## src/design/bca_pkg.sv

```systemverilog
`timescale 1ns / 1ps

package bca_pkg;

  // Field and map geometry
  localparam int CL_W          = 14;     // cluster number
  localparam int CNT_W         = 15;     // cluster count register
  localparam int BYTE_W        = 11;     // byte index inside the used part of the map
  localparam int USED_W        = 12;     // used byte count, up to 2048
  localparam int CLUSTER_LIMIT = 16384;
  localparam int MAP_BYTES_DEF = 2048;

  typedef enum logic [1:0] {
    CMD_FORMAT  = 2'd0,
    CMD_ALLOC   = 2'd1,
    CMD_RELEASE = 2'd2
  } cmd_t;

  typedef enum logic [1:0] {
    STAT_DONE     = 2'd0,
    STAT_NO_SPACE = 2'd1,
    STAT_RANGE    = 2'd2
  } stat_t;

  typedef enum logic [3:0] {
    S_RST_FILL,
    S_IDLE,
    S_FMT,
    S_ALC_TEST,
    S_ALC_RESCAN,
    S_ALC_PICK,
    S_ALC_CLR,
    S_ALC_SCAN,
    S_REL_TEST,
    S_REL_SET,
    S_RESP
  } ctl_state_t;

  // Controller to datapath commands
  typedef struct packed {
    logic  in_load;
    logic  fill_init;
    logic  fill_step;
    logic  fmt_ptr;
    logic  scan_start;
    logic  scan_from_zero;
    logic  scan_step;
    logic  rd_issue;
    logic  rd_sel_cin;
    logic  take_alloc;
    logic  rmw_wr;
    logic  rmw_set;
    logic  rel_refill;
    logic  out_load;
    logic  out_alloc;
    stat_t out_status;
  } dp_cmd_t;

  // Datapath to controller status
  typedef struct packed {
    logic nf_zero;
    logic nf_stale;
    logic fill_last;
    logic scan_done;
    logic cin_bad;
  } dp_sts_t;

  // Free bits of byte b that belong to clusters 1 .. eff-1
  function automatic logic [7:0] valid_mask(logic [13:0] b, logic [CNT_W-1:0] eff);
    logic [13:0] full;
    logic [2:0]  r;
    logic [7:0]  m;
    full = {2'b00, eff[CNT_W-1:3]};
    r    = eff[2:0];
    if (b < full) begin
      m = 8'hff;
    end else if (b == full) begin
      m = ~(8'hff >> r);
    end else begin
      m = 8'h00;
    end
    if (b == 14'd0) begin
      m = m & 8'h7f;
    end
    return m;
  endfunction

  // Position of the highest set bit, counted from bit 7
  function automatic logic [2:0] first_free(logic [7:0] v);
    logic [2:0] p;
    p = 3'd0;
    for (int k = 7; k >= 0; k--) begin
      if (v[7 - k]) begin
        p = 3'(k);
      end
    end
    return p;
  endfunction

endpackage

```

## src/design/bca_ctrl.sv

```systemverilog
`timescale 1ns / 1ps

module bca_ctrl (
  input  logic               clk,
  input  logic               rst_n,
  input  logic               in_valid,
  output logic               in_ready,
  input  logic [1:0]         in_command,
  output logic               out_valid,
  input  logic               out_ready,
  output bca_pkg::dp_cmd_t   cmd,
  input  bca_pkg::dp_sts_t   sts
);

  bca_pkg::ctl_state_t state_r, state_nxt;
  bca_pkg::stat_t      res_st_r, res_st_nxt;
  logic                res_alloc_r, res_alloc_nxt;
  logic                out_valid_r, out_valid_nxt;
  logic                slot_free;

  assign slot_free = !out_valid_r || out_ready;
  assign in_ready  = (state_r == bca_pkg::S_IDLE);
  assign out_valid = out_valid_r;

  // Next state
  always_comb begin
    state_nxt = state_r;
    case (state_r)
      bca_pkg::S_RST_FILL: begin
        if (sts.fill_last) state_nxt = bca_pkg::S_IDLE;
      end
      bca_pkg::S_IDLE: begin
        if (in_valid) begin
          case (in_command)
            bca_pkg::CMD_FORMAT:  state_nxt = bca_pkg::S_FMT;
            bca_pkg::CMD_ALLOC:   state_nxt = bca_pkg::S_ALC_TEST;
            bca_pkg::CMD_RELEASE: state_nxt = bca_pkg::S_REL_TEST;
            default:              state_nxt = bca_pkg::S_RESP;
          endcase
        end
      end
      bca_pkg::S_FMT: begin
        if (sts.fill_last) state_nxt = bca_pkg::S_RESP;
      end
      bca_pkg::S_ALC_TEST: begin
        if (!sts.nf_zero && sts.nf_stale) state_nxt = bca_pkg::S_ALC_RESCAN;
        else                              state_nxt = bca_pkg::S_ALC_PICK;
      end
      bca_pkg::S_ALC_RESCAN: begin
        if (sts.scan_done) state_nxt = bca_pkg::S_ALC_PICK;
      end
      bca_pkg::S_ALC_PICK: begin
        if (sts.nf_zero) state_nxt = bca_pkg::S_RESP;
        else             state_nxt = bca_pkg::S_ALC_CLR;
      end
      bca_pkg::S_ALC_CLR:  state_nxt = bca_pkg::S_ALC_SCAN;
      bca_pkg::S_ALC_SCAN: begin
        if (sts.scan_done) state_nxt = bca_pkg::S_RESP;
      end
      bca_pkg::S_REL_TEST: begin
        if (sts.cin_bad) state_nxt = bca_pkg::S_RESP;
        else             state_nxt = bca_pkg::S_REL_SET;
      end
      bca_pkg::S_REL_SET: state_nxt = bca_pkg::S_RESP;
      bca_pkg::S_RESP: begin
        if (slot_free) state_nxt = bca_pkg::S_IDLE;
      end
      default: state_nxt = bca_pkg::S_IDLE;
    endcase
  end

  // Datapath commands and pending result
  always_comb begin
    cmd            = '0;
    cmd.out_status = res_st_r;
    cmd.out_alloc  = res_alloc_r;
    res_st_nxt     = res_st_r;
    res_alloc_nxt  = res_alloc_r;
    case (state_r)
      bca_pkg::S_RST_FILL: begin
        cmd.fill_step = 1'b1;
      end
      bca_pkg::S_IDLE: begin
        if (in_valid) begin
          cmd.in_load   = 1'b1;
          res_st_nxt    = bca_pkg::STAT_DONE;
          res_alloc_nxt = 1'b0;
          if (in_command == bca_pkg::CMD_FORMAT) cmd.fill_init = 1'b1;
        end
      end
      bca_pkg::S_FMT: begin
        cmd.fill_step = 1'b1;
        if (sts.fill_last) cmd.fmt_ptr = 1'b1;
      end
      bca_pkg::S_ALC_TEST: begin
        if (!sts.nf_zero && sts.nf_stale) begin
          cmd.scan_start     = 1'b1;
          cmd.scan_from_zero = 1'b1;
        end
      end
      bca_pkg::S_ALC_RESCAN: begin
        cmd.scan_step = 1'b1;
      end
      bca_pkg::S_ALC_PICK: begin
        if (sts.nf_zero) begin
          res_st_nxt = bca_pkg::STAT_NO_SPACE;
        end else begin
          cmd.rd_issue   = 1'b1;
          cmd.take_alloc = 1'b1;
        end
      end
      bca_pkg::S_ALC_CLR: begin
        cmd.rmw_wr     = 1'b1;
        cmd.scan_start = 1'b1;
      end
      bca_pkg::S_ALC_SCAN: begin
        cmd.scan_step = 1'b1;
        if (sts.scan_done) res_alloc_nxt = 1'b1;
      end
      bca_pkg::S_REL_TEST: begin
        if (sts.cin_bad) begin
          res_st_nxt = bca_pkg::STAT_RANGE;
        end else begin
          cmd.rd_issue   = 1'b1;
          cmd.rd_sel_cin = 1'b1;
        end
      end
      bca_pkg::S_REL_SET: begin
        cmd.rmw_wr     = 1'b1;
        cmd.rmw_set    = 1'b1;
        cmd.rel_refill = 1'b1;
      end
      bca_pkg::S_RESP: begin
        cmd.out_load = slot_free;
      end
      default: begin
        cmd = '0;
      end
    endcase
  end

  // Result valid: set on load, drop on transfer
  always_comb begin
    out_valid_nxt = out_valid_r;
    if (cmd.out_load)                    out_valid_nxt = 1'b1;
    else if (out_valid_r && out_ready)   out_valid_nxt = 1'b0;
  end

  always_ff @(posedge clk) begin
    if (!rst_n) begin
      state_r     <= bca_pkg::S_RST_FILL;
      out_valid_r <= 1'b0;
      res_st_r    <= bca_pkg::STAT_DONE;
      res_alloc_r <= 1'b0;
    end else begin
      state_r     <= state_nxt;
      out_valid_r <= out_valid_nxt;
      res_st_r    <= res_st_nxt;
      res_alloc_r <= res_alloc_nxt;
    end
  end

endmodule

```

## config.mk

```make
export PLATFORM = sky130hd
export DESIGN_NAME = bca_ctrl
export DESIGN_NICKNAME = d
export VERILOG_FILES = /design/src/design/bca_pkg.sv /design/src/design/bca_ctrl.sv
export SDC_FILE = /design/constraint.sdc
export NUM_CORES = 1
export LEC_CHECK = 0
export BUFFER_PORTS_ARGS = -buffer_cell sky130_fd_sc_hd__clkbuf_2
export CAP_MARGIN = 20
export CORE_UTILIZATION = 40
export CTS_CLUSTER_DIAMETER = 60
export DETAILED_ROUTE_END_ITERATION = 12
export GPL_ROUTABILITY_DRIVEN = 0
export PLACE_DENSITY = 0.64
export SYNTH_ARGS = -nofsm -noshare
export SYNTH_HDL_FRONTEND = slang
export SYNTH_SLANG_ARGS = --single-unit
```

## constraint.sdc

```tcl
create_clock -name clk -period 2.2 [get_ports clk]
set_clock_uncertainty 0.15 [all_clocks]
set_input_delay 0.44 -clock clk [delete_from_list [all_inputs] [get_ports clk]]
set_output_delay 0.44 -clock clk [all_outputs]
set_load 0.02 [all_outputs]
```

**Word-level counts from Yosys, hierarchy flattened**

Index checks and enable logic that the tools add are counted.

- Register bits after elaboration: 8
- Input port bits: 11
- Output and inout port bits: 19
- Word-level logic and storage cells: 80

- Equal/unequal tests: 20
- Multiplexer cells: 39
- Reductions and logical operators: 17

Operators with widths:

| operator | count |
|---|---|
| $pmux 4 s11 | 1 |
| $mux 4 | 7 |
| $mux 2 | 9 |
| $eq 4x3->1 const B | 4 |
| $mux 1 | 16 |
| $ne 2x2->1 const B | 8 |
| $eq 4x4->1 const B | 3 |
| $pmux 4 s3 | 1 |
| $reduce_or 11->1 | 1 |
| $eq 4x2->1 const B | 2 |
| $pmux 1 s2 | 3 |
| $pmux 2 s3 | 1 |
| $reduce_and 6->1 | 1 |
| $reduce_or 2->1 | 3 |
| $eq 4x1->1 const B | 1 |
| $logic_not 4->1 | 1 |
| $reduce_and 4->1 | 1 |
| $reduce_bool 2->1 | 2 |
| $mux 3 | 1 |
| $reduce_and 3->1 | 1 |
| $reduce_bool 3->1 | 1 |
| $eq 2x1->1 const B | 1 |
| $eq 2x2->1 const B | 1 |
| $logic_and 1x1->1 | 2 |
| other kinds (3) | 4 |

**Longest topological paths before layout**

Gate-level depths: netlist of run 1.

- Depth in word-level cells: 4
- Mapped depth: 6
- Mapped depth without buffers: 4

**Least setup slack after synthesis of run 1**

No wires, ideal clock.

- Path type: reg2out
- From: register state_r[0]
- To: output cmd[12] (netlist bit)
- Arrival time: 1693 ps
- Slack: -83 ps
- Stages on the path, launching flop included: 6
- Path buffers: 2
- Cells stage by stage: dfxtp_1 buf_4 buf_4 inv_1 nor4_1 nand2b_1

RTL lines:

| element | line | text |
|---|---|---|
| from (decl) | bca_ctrl.sv:15 | `bca_pkg::ctl_state_t state_r, state_nxt;` |
| from (signal assigned) | bca_ctrl.sv:151 | `state_r <= bca_pkg::S_RST_FILL;` |
| from (signal assigned) | bca_ctrl.sv:156 | `state_r <= state_nxt;` |
| to (decl) | bca_ctrl.sv:11 | `output bca_pkg::dp_cmd_t cmd,` |

==> results of run 1 <==
[worst max-delay path by stage]
| stage | end | cells past startpoint | start |
|---|---|---|---|
| 2_1_floorplan | cmd[15] | 4 | state_r[1]$_SDFFE_PN0P_ |
| 3_3_place_gp | cmd[12] | 4 | state_r[1]$_SDFFE_PN0P_ |
| 3_5_place_dp | cmd[6] | 4 | state_r[1]$_SDFFE_PN0P_ |
| 4_1_cts | cmd[12] | 4 | state_r[1]$_SDFFE_PN0P_ |
| 5_1_grt | cmd[12] | 4 | state_r[1]$_SDFFE_PN0P_ |
| 6_report | cmd[6] | 4 | state_r[1]$_SDFFE_PN0P_ |
[power by group through the flow]
stage	sequential [mW]	combinational [mW]	clock, mW
final	0.232	0.578	0.120
after global routing	0.237	0.636	0.126
after CTS	0.221	0.572	0.120
after detailed placement	0.220	0.571	0
after global placement	0.218	0.566	0
after floorplan	0.182	0.489	0
[layer usage]
metal  vias to the layer above  track usage (%)
li1                        454                -
met1                       386             27.9
met5                         -                0
met4                         0             8.57
met3                         5             5.77
met2                        22             37.2
[critical path, cell delays in order, from the launching register on]
cell and delay (ns):
dfxtp_4 0.40, inv_1 0.10, or4_1 0.55, nand2b_1 0.10, clkbuf_2 0.16
[synthesized netlist by cell type (all sizes together)]
library cell  instances
and3b                 2
nor3                  5
a21oi                 8
nand3b                1
nand4                 4
inv                   6
o22ai                 2
buf                  10
nor2                  7
o211ai                3
nand4bb               1
nor4                  2
and2                  3
o32a                  2
o22a                  1
nor3b                 2
mux2i                 1
nor2b                 2
o21ai                 6
a31oi                 1
nand2                 8
xnor2                 1
and3                  3
nand3                 2
or4                   2
nand2b                7
nor4b                 3
and2b                 1
a32oi                 1
o221a                 1
clkbuf                1
dfxtp                 8
a211oi                1
[per-stage QoR]
stage          setup slack [ns]  hold slack, ns  std cells
4_1_cts                 0.00740           0.304        161
6_report                 0.0293           0.297        161
3_3_place_gp              0.219           0.294        158
3_5_place_dp              0.180           0.300        158
2_1_floorplan            0.0851           0.277        108
5_1_grt                -0.00847           0.314        161
[area by class of cell]
type | count | area share (%)
multi-input cells | 83 | 56.5
repair buffers | 36 | 19.5
flip-flops and latches | 8 | 16.5
well taps | 25 | 3.08
clock buffers | 3 | 2.22
inverters | 6 | 2.22
[logic make-up (layout without fill, tap and decap cells)]
logic type / count (synthesis) / count (layout) / synth area share, %
compound gates: 26 / 26 / 20.9
xor+xnor: 1 / 1 / 1.09
buf+inv: 17 / 45 / 11.6
flops: 8 / 8 / 20.0
mux: 1 / 1 / 1.25
simple gates: 55 / 55 / 45.2
[state kept, by name, summed over array words and instances, names as in the netlist]
signal / count
state_r: 4
res_alloc_r: 1
out_valid: 1
res_st_r: 2
[repair_timing]
item | in CTS | in global routing
gates resized for setup | 3 | 3
hold buffers | 0 | 0
setup endpoints to repair | 6 | 6
==> results.md, run 1 <==
- Final max-slew violation count: 0
- CP max FO: 9
- Leakage: 0.437 nW
- Storage element area: 168 um^2
- Total CTS buffers: 3
- # Post-CTS Setup Buffers: 0
- Post-route ant nets: 0
- Die width: 46.7 um
- DRC viols: 0
- Most frequent cells in the layout: clkbuf_2 (29), nand2_1 (8), a21oi_1 (8)
- Worst skew pair latency: 0.27 ns
- Root Driver: clkbuf_4
- Final Cycle Share: 98.7%
- RSZ-0062 raised after global routing: yes
- CP Capture Type: output pin
- Vias in the first global route: 758
- Logic pwr share: 62.2%
- Clk buf depth: 2
- P_sw: 0.434 mW
- RR Startpoint: state_r[3]$_SDFFE_PN0P_
- Max-Slew Margin vs Limit: 81.1%
- HPWL Detailed: 1650 um
- Multi-input logic area: 573 um^2
- GRT Overall Usage: 22.5%
- R2R depth: 5
- Top routing layer used: met4
- Area Overhead vs Synth: 26.7%
- DR pass1 iterations: 4
- Port bufs: 29
- M1 wire length: 1010 um
- Antenna diodes: 0
- TNS Setup: 0 ns
- Post-Syn Area per Cell: 7.41 um^2
- Die area: 0.00218 mm^2
- Synth Instances: 108
- Worst setup path category: flip-flop to output pin
- Crit path launch type: flip-flop
- Cell area after synthesis: 801 um^2
- Fill count: 201
- Total power: 0.930 mW
- Core Box Area: 0.00180 mm^2
- WL final: 2110 um
- Synth top area share: 20.0%
- Initial antenna violation count: 0
- Clock Pin Slew Worst Setup and Hold Paths: 0.06 ns
- Worst hold start: sts[1]
- Commonest non-fill, non-tap cell in the layout: clkbuf_2
- Via count: 867
- Largest area contributor in the netlist: dfxtp_1
- Clock network power share: 12.9%
- Final number of setup-violating endpoints: 0
- Largest net degree at the start of global routing: 17
- Final net count: 149
- Min Tclk post-route: 2.17 ns
- Met2 wire len: 954 um
- Hold endpoint: res_alloc_r$_SDFFE_PN0P_
- WHS Path Cells: 3
- Clk sinks: 8
- Rows: 15
- Synth top area cells: dfxtp_1 (20%), nand2b_1 (5.5%), a21oi_1 (5.0%)
- Required @ worst endpoint: 1.61 ns
- Global route overflow: 0
- Peak supply drop: 0.421 mV
- Netlist cell types: 41
- Sw Ratio: 46.7%
- Placed Area: 976 um^2
- Met3 WL post-DR: 96 um
- F_max: 0.461 GHz
- Fin. Hold Viols: 0
- TritonCTS clock tree: done
- Sequential group share of total power: 24.9%
- Post-route design area: 0.00101 mm^2
- PD cells: 916 mW/mm^2
- Outcome: finished, final reports clean
- Fraction of layout cells with a size suffix above 1: 39.0%
- Initial DRC Count: 9
- Wire length per cell: 13.1 um
- Int Pwr: 0.495 mW
- First-pass GRT wire length: 3410 um
- Final core utilization: 56.3%
- Post-Syn Nets: 119
- Initial Util: 44.4%
- RR Endpoint: state_r[0]$_SDFFE_PN0P_
- Max-Cap Viols: 0
- I/O pins: 30
- CTS H-Tree Depth: 1
- Via density: 5.39
- Critical Path AT: 1.58 ns
- Yosys Warn Count: 0
- FF-to-FF setup slack: 0.43 ns
- Hold Path Class: input pin to flip-flop
- Actual slew at the worst max-slew pin: 0.281 ns
- Sequential area share after synthesis: 20.0%
- Chip Height: 46.7 um
- #FFs+latches synth: 8
No activity file was read; power rests on OpenSTA's default activity.
==> run 2: changes to the inputs <==
REMOVE_ABC_BUFFERS = 1   (was unset)
TNS_END_PERCENT = 100   (was unset)
==> run 2 against run 1 <==
Utilization is 1.4 points lower. Die area stayed put. Clock power shrank 8%. Total power shrank 1.7%. Sequential power is 3% lower. Global-route usage fell by 1.4 points. Setup slack better by 0.023 ns. Routed wire length is 2.5% lower. Register-to-register slack got worse by 0.03 ns. Maximum frequency grew 1.1%. First-iteration DRC count grew to 3.6 times the previous value. Highest routed layer unchanged.
==> results.md, run 2 (synthesized netlist as in run 1, its figures left out) <==
- Largest net degree at the start of global routing: 18 (was 17)
- Antenna diodes: 0 (unchanged)
- Min Tclk post-route: 2.15 ns (was 2.17 ns)
- Post-route ant nets: 0 (unchanged)
- # Post-CTS Setup Buffers: 0 (unchanged)
- Critical path origin: state_r[0]$_SDFFE_PN0P_ (was state_r[1]$_SDFFE_PN0P_)
- Sw Ratio: 46.6% (was 46.7%)
- Die area: 0.00218 mm^2 (unchanged)
- Vias in the first global route: 729 (was 758)
- Final Cycle Share: 97.6% (was 98.7%)
- I/O pins: 30 (unchanged)
- Rows: 15 (unchanged)
- Die width: 46.7 um (unchanged)
- Commonest non-fill, non-tap cell in the layout: clkbuf_2 (unchanged)
- WL final: 2050 um (was 2110 um)
- Min Hold Slack: 0.303 ns (was 0.297 ns)
- CP Capture Type: output pin (unchanged)
- Met2 Usage GRT: 35.3% (was 37.2%)
- Root Driver: clkbuf_4 (unchanged)
- Met1 usage: 28.3% (was 27.9%)
- Critical Path AT: 1.56 ns (was 1.58 ns)
- Final net count: 148 (was 149)
- Port bufs: 29 (unchanged)
- Regs by FF count: state_r (4), res_st_r (2) (unchanged)
- Initial antenna violation count: 0 (unchanged)
- PD cells: 923 mW/mm^2 (was 916 mW/mm^2)
- TritonCTS clock tree: done (unchanged)
- Clk sinks: 8 (unchanged)
- Peak supply drop: 0.539 mV (was 0.421 mV)
- Max-Slew Margin vs Limit: 74.8% (was 81.1%)
- Total CTS buffers: 3 (unchanged)
- Hold Path Class: flip-flop to flip-flop (was input pin to flip-flop)
- Chip Height: 46.7 um (unchanged)
- CTS H-Tree Depth: 1 (unchanged)
- Largest register by flop count: state_r (unchanged)
- Crit path launch type: flip-flop (unchanged)
- Fin. Hold Viols: 0 (unchanged)
- Outcome: finished, final reports clean (unchanged)
- Logic pwr share: 63.2% (was 62.2%)
- Clk buf depth: 2 (unchanged)
- Critical path endpoint: cmd[9] (was cmd[6])
- Global route overflow: 0 (unchanged)
- DRC viols: 0 (unchanged)
- Cell Count, Final, Fillers Out: 160 (was 161)
- DP Worst Slack: 0.204 ns (was 0.180 ns)
- Area Overhead vs Synth: 23.6% (was 26.7%)
- Fraction of layout cells with a size suffix above 1: 37.8% (was 39.0%)
- Max reg flops: 4 (unchanged)
- RR Startpoint: state_r[0]$_SDFFE_PN0P_ (was state_r[3]$_SDFFE_PN0P_)
- Leakage: 0.427 nW (was 0.437 nW)
- RR Endpoint: state_r[1]$_SDFFE_PN0P_ (was state_r[0]$_SDFFE_PN0P_)
- HPWL Detailed: 1620 um (was 1650 um)
- Busiest grt layer: met2 (unchanged)
- Via count: 923 (was 867)
- Placed Cells: 157 (was 158)
- P_sw: 0.426 mW (was 0.434 mW)
- Met3 Resource Use GR: 4.62% (was 5.77%)
- Max-Cap Viols: 0 (unchanged)
- DR pass1 iterations: 4 (unchanged)
- Final WS setup: 0.0519 ns (was 0.0293 ns)
- Required @ worst endpoint: 1.61 ns (about the same)
- Final max-slew violation count: 0 (unchanged)
- R2R depth: 5 (unchanged)
- RSZ-0062 raised after global routing: yes (unchanged)
- Sequential group share of total power: 24.7% (was 24.9%)
- Initial DRC Count: 32 (was 9)
- Wire length per cell: 12.8 um (was 13.1 um)
- Worst skew pair latency: 0.25 ns (was 0.27 ns)
- CP max FO: 12 (was 9)
- First-pass GRT wire length: 3300 um (was 3410 um)
- Via density: 5.77 (was 5.39)
- Most frequent cells in the layout: clkbuf_2 (28), nand2_1 (8), a21oi_1 (8) (was clkbuf_2 (29), nand2_1 (8), a21oi_1 (8))
- Worst setup path category: flip-flop to output pin (unchanged)
- GRT Overall Usage: 21.1% (was 22.5%)
- Final number of setup-violating endpoints: 0 (unchanged)
- Clock network power share: 12.1% (was 12.9%)
- Initial Util: 44.4% (unchanged)
- FF-to-FF setup slack: 0.40 ns (was 0.43 ns)
- Core Box Area: 0.00180 mm^2 (unchanged)
- Actual slew at the worst max-slew pin: 0.376 ns (was 0.281 ns)
- F_max: 0.466 GHz (was 0.461 GHz)
- Int Pwr: 0.488 mW (was 0.495 mW)
- Clock Pin Slew Worst Setup and Hold Paths: 0.05 ns (was 0.06 ns)
==> run 2: worst min path at each step <==
stage | from | endpoint | slack, ns | depth (start not counted)
final | res_alloc_r$_SDFFE_PN0P_ | res_alloc_r$_SDFFE_PN0P_ | 0.30 | 2
after detailed placement | res_alloc_r$_SDFFE_PN0P_ | res_alloc_r$_SDFFE_PN0P_ | 0.30 | 2
after floorplan | res_alloc_r$_SDFFE_PN0P_ | res_alloc_r$_SDFFE_PN0P_ | 0.28 | 2
after global placement | res_alloc_r$_SDFFE_PN0P_ | res_alloc_r$_SDFFE_PN0P_ | 0.29 | 2
after global routing | rst_n | state_r[0]$_SDFFE_PN0P_ | 0.31 | 2
after CTS | rst_n | state_r[0]$_SDFFE_PN0P_ | 0.30 | 2
==> run 2: layout make-up <==
cell class | instances | area (um^2)
multi-input cells | 83 | 556
well taps | 25 | 31.3
flip-flops and latches | 8 | 168
repair buffers | 35 | 190
clock buffers | 3 | 22.5
inverters | 6 | 22.5
fillers | 190 | 812
==> run 2: worst max-delay path: stages, from the launching register on <==
cell      delay [ns]
dfxtp_2         0.37
buf_4           0.20
nand2b_2        0.21
o32a_1          0.29
nor2_1          0.08
buf_2           0.16
==> run 2: metal layers <==
metal	up-vias	part of all wire [%]
met5	-	0
met4	0	0.34
met3	2	6.6
met2	38	48
met1	435	45
li1	448	-
==> run 2: repair_timing <==
action	in CTS	in global routing
setup endpoints to repair	4	7
hold buffers	0	0
gates resized for setup	4	5
hold endpoints to repair	0	0
==> run 2: stage by stage <==
step	power [mW]	instance area [um^2]	TNS, ns	util, %
3_5_place_dp	0.793	952	0	52.8
3_3_place_gp	0.787	952	0	52.8
2_1_floorplan	0.602	731	-1.36	-
4_1_cts	0.912	980	0	54.4
5_1_grt	0.988	990	-0.124	54.9
6_report	0.914	990	0	54.9
==> run 2: power groups by stage <==
stage	clock network, mW	registers, mW	logic (mW)
floorplan	0	0.263	0.339
global placement	0	0.221	0.566
detailed placement	0	0.223	0.570
CTS	0.114	0.225	0.573
global route	0.122	0.233	0.633
finish	0.111	0.226	0.577
